## config.mk

```make
export PLATFORM = sky130hd
export DESIGN_NAME = fraction_arith_reduce
export DESIGN_NICKNAME = d
export VERILOG_FILES = /design/src/rtl/frac_pkg.sv /design/src/rtl/fraction_arith_reduce.sv /design/src/rtl/frac_gcd.sv /design/src/rtl/frac_div.sv
export SDC_FILE = /design/constraint.sdc
export NUM_CORES = 2
export LEC_CHECK = 0
export BUFFER_PORTS_ARGS = -buffer_cell sky130_fd_sc_hd__buf_4
export CAP_MARGIN = 25
export CORE_MARGIN = 5
export CORE_UTILIZATION = 55
export CTS_CLUSTER_DIAMETER = 200
export DETAILED_ROUTE_END_ITERATION = 8
export PLACE_DENSITY = 0.72
export RECOVER_POWER = 25
export SLEW_MARGIN = 20
export SYNTH_ARGS = -nofsm -noshare
export SYNTH_HDL_FRONTEND = slang
export SYNTH_SLANG_ARGS = --single-unit
```

## constraint.sdc

```tcl
create_clock -name clk -period 11.47 [get_ports clk]
set_input_delay 1.147 -clock clk [delete_from_list [all_inputs] [get_ports clk]]
set_output_delay 1.147 -clock clk [all_outputs]
set_load 0.01 [all_outputs]
```

## src/rtl/frac_pkg.sv

```systemverilog
package frac_pkg;

  localparam int OPERAND_WIDTH = 16;
  localparam int PROD_W        = 2 * OPERAND_WIDTH;
  localparam int SUM_W         = PROD_W + 1;
  localparam int RES_W         = 32;
  localparam int CNT_W         = $clog2(PROD_W + 1);
  localparam int IN_DATA_W     = ((4 * OPERAND_WIDTH + 7) / 8) * 8;
  localparam int OUT_DATA_W    = 2 * RES_W;

  typedef enum logic [1:0] {
    OP_ADD = 2'd0,
    OP_SUB = 2'd1,
    OP_MUL = 2'd2,
    OP_DIV = 2'd3
  } op_t;

  typedef enum logic [2:0] {
    ST_IDLE,
    ST_MUL,
    ST_CHECK,
    ST_GCD,
    ST_DIVN,
    ST_DIVD,
    ST_OUT
  } state_t;

  function automatic logic [RES_W-1:0] to_result(input logic signed [SUM_W-1:0] v);
    logic signed [SUM_W+RES_W-1:0] ext;
    ext = (SUM_W + RES_W)'(v);
    return ext[RES_W-1:0];
  endfunction

endpackage

```

## src/rtl/fraction_arith_reduce.sv

```systemverilog
// Signed fraction arithmetic with gcd reduction.
// Input channel in_*: one word per operation. in_tuser carries the operation
// (add, subtract, multiply, divide); in_tdata carries left numerator, left
// denominator, right numerator, right denominator, lowest bits first.
// Result channel out_*: one word per input word. out_tdata holds the reduced
// numerator and denominator; out_tuser flags a zero unreduced denominator,
// in which case both values are zero. A zero numerator gives 0/1.
// One word is processed at a time; in_tready is high only while idle.
// Sequence: the products are formed in turn through one shared multiplier, a
// check state follows, then a binary gcd (one shift or subtract per cycle, up to
// about 4*PROD_W steps, plus start and finish), two restoring divisions, then
// the load of the output register.
// The gcd and divisions are skipped when the numerator or denominator is zero.
// The result is held in the output register until out_tready; the next word
// is taken meanwhile, and only the load of its result waits for the register.
// Synchronous reset returns the block to idle and drops any pending result.
module fraction_arith_reduce
  import frac_pkg::*;
(
  input  logic                  clk,
  input  logic                  rst_n,
  input  logic                  in_tvalid,
  output logic                  in_tready,
  input  logic [IN_DATA_W-1:0]  in_tdata,   // left_num, left_den, right_num, right_den
  input  logic [1:0]            in_tuser,   // operation
  output logic                  out_tvalid,
  input  logic                  out_tready,
  output logic [OUT_DATA_W-1:0] out_tdata,  // result_numerator, result_denominator
  output logic                  out_tuser   // zero_denominator
);

  localparam int W = OPERAND_WIDTH;

  state_t state_r, state_nxt;

  op_t                        op_r, op_nxt;
  logic signed [W-1:0]        ln_r, ln_nxt;
  logic signed [W-1:0]        ld_r, ld_nxt;
  logic signed [W-1:0]        rn_r, rn_nxt;
  logic signed [W-1:0]        rd_r, rd_nxt;
  logic [1:0]                 cnt_r, cnt_nxt;
  logic signed [PROD_W-1:0]   prod_r, prod_nxt;
  logic signed [SUM_W-1:0]    n_r, n_nxt;
  logic signed [SUM_W-1:0]    d_r, d_nxt;
  logic [PROD_W-1:0]          qn_r, qn_nxt;
  logic [RES_W-1:0]           res_n_r, res_n_nxt;
  logic [RES_W-1:0]           res_d_r, res_d_nxt;
  logic                       zd_r, zd_nxt;
  logic                       out_vld_r, out_vld_nxt;

  logic signed [W-1:0]        mul_a, mul_b;
  logic signed [PROD_W-1:0]   mul_p;
  logic signed [SUM_W-1:0]    prod_ext;
  logic [PROD_W-1:0]          mag_n, mag_d;
  logic signed [SUM_W-1:0]    qn_s, qd_s;

  logic                       gcd_start, gcd_done;
  logic [PROD_W-1:0]          gcd_g;
  logic                       div_start, div_done;
  logic [PROD_W-1:0]          div_dividend, div_q;

  always_comb begin
    mul_a = ld_r;
    mul_b = rd_r;
    case (cnt_r)
      2'd0: begin
        mul_a = ln_r;
        mul_b = (op_r == OP_MUL) ? rn_r : rd_r;
      end
      2'd1: begin
        mul_a = ld_r;
        mul_b = rn_r;
      end
      default: begin
        mul_a = ld_r;
        mul_b = (op_r == OP_DIV) ? rn_r : rd_r;
      end
    endcase
  end

  assign mul_p    = mul_a * mul_b;
  assign prod_ext = SUM_W'(prod_r);

  assign mag_n = PROD_W'(n_r[SUM_W-1] ? -n_r : n_r);
  assign mag_d = PROD_W'(d_r[SUM_W-1] ? -d_r : d_r);

  assign qn_s = n_r[SUM_W-1] ? -$signed({1'b0, qn_r}) : $signed({1'b0, qn_r});
  assign qd_s = d_r[SUM_W-1] ? -$signed({1'b0, div_q}) : $signed({1'b0, div_q});

  assign div_dividend = (state_r == ST_GCD) ? mag_n : mag_d;

  frac_gcd u_gcd (
    .clk   (clk),
    .rst_n (rst_n),
    .start (gcd_start),
    .a_in  (mag_n),
    .b_in  (mag_d),
    .done  (gcd_done),
    .g     (gcd_g)
  );

  frac_div u_div (
    .clk      (clk),
    .rst_n    (rst_n),
    .start    (div_start),
    .dividend (div_dividend),
    .divisor  (gcd_g),
    .done     (div_done),
    .quotient (div_q)
  );

  always_comb begin
    state_nxt   = state_r;
    op_nxt      = op_r;
    ln_nxt      = ln_r;
    ld_nxt      = ld_r;
    rn_nxt      = rn_r;
    rd_nxt      = rd_r;
    cnt_nxt     = cnt_r;
    prod_nxt    = prod_r;
    n_nxt       = n_r;
    d_nxt       = d_r;
    qn_nxt      = qn_r;
    res_n_nxt   = res_n_r;
    res_d_nxt   = res_d_r;
    zd_nxt      = zd_r;
    out_vld_nxt = out_vld_r && !out_tready;
    gcd_start   = 1'b0;
    div_start   = 1'b0;
    in_tready   = 1'b0;
    case (state_r)
      ST_IDLE: begin
        in_tready = 1'b1;
        if (in_tvalid) begin
          op_nxt    = op_t'(in_tuser);
          ln_nxt    = in_tdata[W-1:0];
          ld_nxt    = in_tdata[2*W-1:W];
          rn_nxt    = in_tdata[3*W-1:2*W];
          rd_nxt    = in_tdata[4*W-1:3*W];
          cnt_nxt   = 2'd0;
          state_nxt = ST_MUL;
        end
      end
      ST_MUL: begin
        prod_nxt = mul_p;
        cnt_nxt  = cnt_r + 2'd1;
        case (cnt_r)
          2'd1: n_nxt = prod_ext;
          2'd2: begin
            if (op_r == OP_ADD) begin
              n_nxt = n_r + prod_ext;
            end else if (op_r == OP_SUB) begin
              n_nxt = n_r - prod_ext;
            end
          end
          2'd3: begin
            d_nxt     = prod_ext;
            state_nxt = ST_CHECK;
          end
          default: ;
        endcase
      end
      ST_CHECK: begin
        if (d_r == '0 || n_r == '0) begin
          state_nxt = ST_OUT;
        end else begin
          gcd_start = 1'b1;
          state_nxt = ST_GCD;
        end
      end
      ST_GCD: begin
        if (gcd_done) begin
          div_start = 1'b1;
          state_nxt = ST_DIVN;
        end
      end
      ST_DIVN: begin
        if (div_done) begin
          qn_nxt    = div_q;
          div_start = 1'b1;
          state_nxt = ST_DIVD;
        end
      end
      ST_DIVD: begin
        if (div_done) begin
          state_nxt = ST_OUT;
        end
      end
      ST_OUT: begin
        if (!out_vld_r || out_tready) begin
          if (d_r == '0) begin
            res_n_nxt = '0;
            res_d_nxt = '0;
            zd_nxt    = 1'b1;
          end else if (n_r == '0) begin
            res_n_nxt = '0;
            res_d_nxt = RES_W'(1);
            zd_nxt    = 1'b0;
          end else begin
            res_n_nxt = to_result(qn_s);
            res_d_nxt = to_result(qd_s);
            zd_nxt    = 1'b0;
          end
          out_vld_nxt = 1'b1;
          state_nxt   = ST_IDLE;
        end
      end
      default: state_nxt = ST_IDLE;
    endcase
  end

  always_ff @(posedge clk) begin
    if (!rst_n) begin
      state_r   <= ST_IDLE;
      cnt_r     <= 2'd0;
      out_vld_r <= 1'b0;
    end else begin
      state_r   <= state_nxt;
      cnt_r     <= cnt_nxt;
      out_vld_r <= out_vld_nxt;
    end
    op_r    <= op_nxt;
    ln_r    <= ln_nxt;
    ld_r    <= ld_nxt;
    rn_r    <= rn_nxt;
    rd_r    <= rd_nxt;
    prod_r  <= prod_nxt;
    n_r     <= n_nxt;
    d_r     <= d_nxt;
    qn_r    <= qn_nxt;
    res_n_r <= res_n_nxt;
    res_d_r <= res_d_nxt;
    zd_r    <= zd_nxt;
  end

  assign out_tvalid = out_vld_r;
  assign out_tdata  = {res_d_r, res_n_r};
  assign out_tuser  = zd_r;

endmodule

```

## src/rtl/frac_gcd.sv

```systemverilog
module frac_gcd
  import frac_pkg::*;
(
  input  logic              clk,
  input  logic              rst_n,
  input  logic              start,
  input  logic [PROD_W-1:0] a_in,
  input  logic [PROD_W-1:0] b_in,
  output logic              done,
  output logic [PROD_W-1:0] g
);

  logic              busy_r, busy_nxt;
  logic              done_r, done_nxt;
  logic [PROD_W-1:0] a_r, a_nxt;
  logic [PROD_W-1:0] b_r, b_nxt;
  logic [CNT_W-1:0]  k_r, k_nxt;

  // binary gcd, one compare/subtract or shift per cycle
  always_comb begin
    busy_nxt = busy_r;
    done_nxt = 1'b0;
    a_nxt    = a_r;
    b_nxt    = b_r;
    k_nxt    = k_r;
    if (start) begin
      busy_nxt = 1'b1;
      a_nxt    = a_in;
      b_nxt    = b_in;
      k_nxt    = '0;
    end else if (busy_r) begin
      if (a_r == b_r) begin
        busy_nxt = 1'b0;
        done_nxt = 1'b1;
      end else if (!a_r[0] && !b_r[0]) begin
        a_nxt = a_r >> 1;
        b_nxt = b_r >> 1;
        k_nxt = k_r + CNT_W'(1);
      end else if (!a_r[0]) begin
        a_nxt = a_r >> 1;
      end else if (!b_r[0]) begin
        b_nxt = b_r >> 1;
      end else if (a_r > b_r) begin
        a_nxt = a_r - b_r;
      end else begin
        b_nxt = b_r - a_r;
      end
    end
  end

  always_ff @(posedge clk) begin
    if (!rst_n) begin
      busy_r <= 1'b0;
      done_r <= 1'b0;
    end else begin
      busy_r <= busy_nxt;
      done_r <= done_nxt;
    end
    a_r <= a_nxt;
    b_r <= b_nxt;
    k_r <= k_nxt;
  end

  assign done = done_r;
  assign g    = a_r << k_r;

endmodule

```

## src/rtl/frac_div.sv

```systemverilog
module frac_div
  import frac_pkg::*;
(
  input  logic              clk,
  input  logic              rst_n,
  input  logic              start,
  input  logic [PROD_W-1:0] dividend,
  input  logic [PROD_W-1:0] divisor,
  output logic              done,
  output logic [PROD_W-1:0] quotient
);

  logic              busy_r, busy_nxt;
  logic              done_r, done_nxt;
  logic [PROD_W:0]   rem_r, rem_nxt;
  logic [PROD_W-1:0] q_r, q_nxt;
  logic [PROD_W-1:0] dvs_r, dvs_nxt;
  logic [CNT_W-1:0]  cnt_r, cnt_nxt;
  logic [PROD_W:0]   shifted;

  // restoring division, one quotient bit per cycle
  always_comb begin
    busy_nxt = busy_r;
    done_nxt = 1'b0;
    rem_nxt  = rem_r;
    q_nxt    = q_r;
    dvs_nxt  = dvs_r;
    cnt_nxt  = cnt_r;
    shifted  = {rem_r[PROD_W-1:0], q_r[PROD_W-1]};
    if (start) begin
      busy_nxt = 1'b1;
      rem_nxt  = '0;
      q_nxt    = dividend;
      dvs_nxt  = divisor;
      cnt_nxt  = CNT_W'(PROD_W);
    end else if (busy_r) begin
      if (shifted >= {1'b0, dvs_r}) begin
        rem_nxt = shifted - {1'b0, dvs_r};
        q_nxt   = {q_r[PROD_W-2:0], 1'b1};
      end else begin
        rem_nxt = shifted;
        q_nxt   = {q_r[PROD_W-2:0], 1'b0};
      end
      cnt_nxt = cnt_r - CNT_W'(1);
      if (cnt_r == CNT_W'(1)) begin
        busy_nxt = 1'b0;
        done_nxt = 1'b1;
      end
    end
  end

  always_ff @(posedge clk) begin
    if (!rst_n) begin
      busy_r <= 1'b0;
      done_r <= 1'b0;
    end else begin
      busy_r <= busy_nxt;
      done_r <= done_nxt;
    end
    rem_r <= rem_nxt;
    q_r   <= q_nxt;
    dvs_r <= dvs_nxt;
    cnt_r <= cnt_nxt;
  end

  assign done     = done_r;
  assign quotient = q_r;

endmodule
```

==> impl_metrics.csv <==
group,metric,value,unit
status,outcome,"complete, but fails checks",
status,violations,"max-capacitance violations, max-slew violations",
logic_synthesis,synth_seq_cells,442,
timing,finalCritPeriodShare,0.735,
timing,tightestPinTransition,2.83,ns
timing,relSlewSlack,-0.887,
clocking,ctsHoldBuffers,0,
routing,drc,0,
timing,finalCriticalPeriod,8.43,ns
logic_synthesis,seq_area_frac_synth,0.326,
final_layout,nets,4750,
place,io_buffers,136,
logic_synthesis,synth_edf_count,388,
global_route,busiest_layer,"met2",
logic_synthesis,avgSynthCellArea,9.46,sq um
clocking,tritoncts,"done",
routing,first_pass_iters,6,
logic_synthesis,yosysWarningCount,0,
setup_path,worstPathArrival,8.78,ns
setup_path,cp.required,11.81,ns
timing,fin_tns_setup,0,ns
die,core_area,70300,sq um
logic_synthesis,synth_ff_type,"edfxtp_1",
place,place_congestion,0.970,
setup_path,worstSetupEndpointType,"flop",
timing,maxSlewViolCount,254,
global_route,grt_overflow_total,0,
setup_path,critPathBufInv,6,
clocking,cts_sinks,442,
routing,via_count,31474,
timing,rsz0062_at_grt,"no",
logic_synthesis,netlist_top_cells_count,"inv_1 (468), nor2_1 (437), edfxtp_1 (388)",
routing,routed_wl,109,mm
die,row_count,97,
global_route,grt_use_met1,0.397,
clocking,clockBufferDepth,3,
global_route,grt_pass1_wl,173,mm
global_route,grt_max_degree,64,
timing,finClkSkew,0.0182,ns
die,die_y,277,microns
logic_synthesis,synthArstFlopShare,0,
clocking,insertion_delay,0.61,ns
clocking,cts.clk_slew.worst_paths,0.06,ns
logic_synthesis,synth_most_common_cell,"inv_1",
logic_synthesis,syn_inst,4133,
setup_path,cp_top_family,"adder cells",
logic_synthesis,synth_top_area_frac,0.298,
die,dieArea,76500,sq um
final_layout,diodes,0,
setup_path,timing_worst_setup_path_type,"flop to flop",
routing,avgViaCountPerCell,6.09,
global_route,grtUsageMet2,0.453,
timing,finalHoldViolations,0,
logic_synthesis,synth_cell_types,82,
timing,finalSetupViolCount,0,
run,drv_cap,6,
setup_path,crit_fanout,47,
clocking,cts_post_setup_buffers_inserted,0,
clocking,htree_num_levels,2,
hold_path,hold_class,"flop to flop",
final_layout,drive_above_1_share,0.0891,
final_layout,final.fill_count,5951,
logic_synthesis,ys_top_cells_by_area,"edfxtp_1 (30%), fa_1 (14%), ha_1 (7.1%), inv_1 (4.5%), nor2_1 (4.2%)",
clocking,cts.root.buffer_cell,"clkbuf_16",
die,die_w,277,microns
global_route,antenna_found_initial,1,
global_route,grt_use_met3,0.0414,
setup_path,slowest_delay,0.98,ns
logic_synthesis,syn_area,39100,sq um
setup_path,cp_slowest_cell,"a221oi_1",
setup_path,rrSetupSlack,3.04,ns
place,dp_hpwl,85.5,mm
logic_synthesis,synth_top_cell_by_area,"edfxtp_1",
die,io-pin-count,137,
clocking,cts-resized-gates,0,
setup_path,path_common_cell,"fa_1",
global_route,grt_usage,0.280,
routing,ant_nets,0,
final_layout,area_delta_synth_final,9.18,%
clocking,numCtsBuffers,49,
die,start_util,0.556,
routing,wl_per_cell,21.0,microns
logic_synthesis,synth_nets,4691,
global_route,grt_pass1_vias,30418,
routing,drt_iter0_markers,3077,
setup_path,start_kind,"flop",
timing,fmax,0.119,GHz
routing by layer:
layer,vias up,part of all wire,wire (microns)
li1,14587,-,-
met1,15322,0.43,46600
met2,1358,0.46,50200
met3,207,0.080,8720
met4,0,0.030,3260
met5,-,0,0
metrics by stage:
stage	hold slack (ns)	instances	utilization	cell area [sq um]	setup slack (ns)
after global routing	0.458	5170	0.607	42700	2.40
after global placement	0.433	5076	0.583	40900	3.21
after floorplan	0.426	4133	-	39100	3.89
after detailed placement	0.435	5077	0.583	41000	3.00
after CTS	0.446	5166	0.607	42700	2.97
final	0.446	5170	0.607	42700	3.04
kinds of logic (layout without fill, tap and decap cells):
kind of cell	Yosys count	count (layout)	synth area share
compound gates	961	961	0.158
fa+ha+maj	488	488	0.207
flops	442	442	0.326
mux	134	134	0.0420
xor+xnor	291	291	0.0652
simple gates	1164	1164	0.136
buf+inv	653	750	0.0654
final timing paths:
kind / cells after the start / endpoint / start
max: 25 / prod_r[29] / cnt_r[0]
min: 0 / qn_r[31] / u_div.quotient[31]
max reg2reg: 25 / prod_r[29] / cnt_r[0]
min reg2reg: 0 / qn_r[31] / u_div.quotient[31]
layout make-up:
| type | instances | area, sq um | area share |
|---|---|---|---|
| inverters | 470 | 1760 | 0.0414 |
| multi-input cells | 3038 | 23900 | 0.559 |
| clock buffers | 59 | 1270 | 0.0299 |
| well taps | 940 | 1180 | 0.0276 |
| repair buffers | 191 | 1440 | 0.0338 |
| clock inverters | 30 | 420 | 0.00985 |
| flip-flops and latches | 442 | 12700 | 0.298 |
layout by cell type (no fill, tap or decap), types with 23 or more instances in the layout:
cell / count
nor2_1: 435
buf_4: 115
or2_2: 26
ha_1: 221
or3_1: 32
dfxtp_1: 54
xor2_1: 151
nand2b_1: 34
nor3_1: 45
o21ai_0: 208
xnor2_1: 140
o41ai_1: 23
o211ai_1: 28
o31ai_1: 46
mux2_2: 46
a211oi_1: 54
a221oi_1: 50
a21oi_1: 271
nand4_1: 30
a21o_1: 68
nand3_1: 60
fa_1: 266
clkbuf_4: 67
mux2i_1: 66
inv_1: 468
nand2_1: 362
o21bai_1: 37
clkbuf_16: 49
a22oi_1: 30
edfxtp_1: 388
flip-flops by register name (all words and copies together), names as in the netlist, 16 cells and up:
name and cells:
u_gcd.a_r 32, u_div.rem_r 32, qn_r 32, res_d_r 32, d_r 32, rn_r 16
n_r 33, prod_r 32, u_div.dvs_r 32, u_div.quotient 32, rd_r 16, ld_r 16
res_n_r 32, ln_r 16, u_gcd.b_r 32
worst register-to-register path, delay by kind of cell, from the launching register on:
kind	cells	cell delay (ns)
and+or+nand+nor	4	0.72
buffers and inverters	6	0.83
DFF	1	0.35
AOI/OAI and AO/OA	7	2.73
adders and majority gates	8	3.56
Power is left out: the tool's default activity adds up to more than one toggle a clock period on the data nets, which glitch-free logic cannot reach.
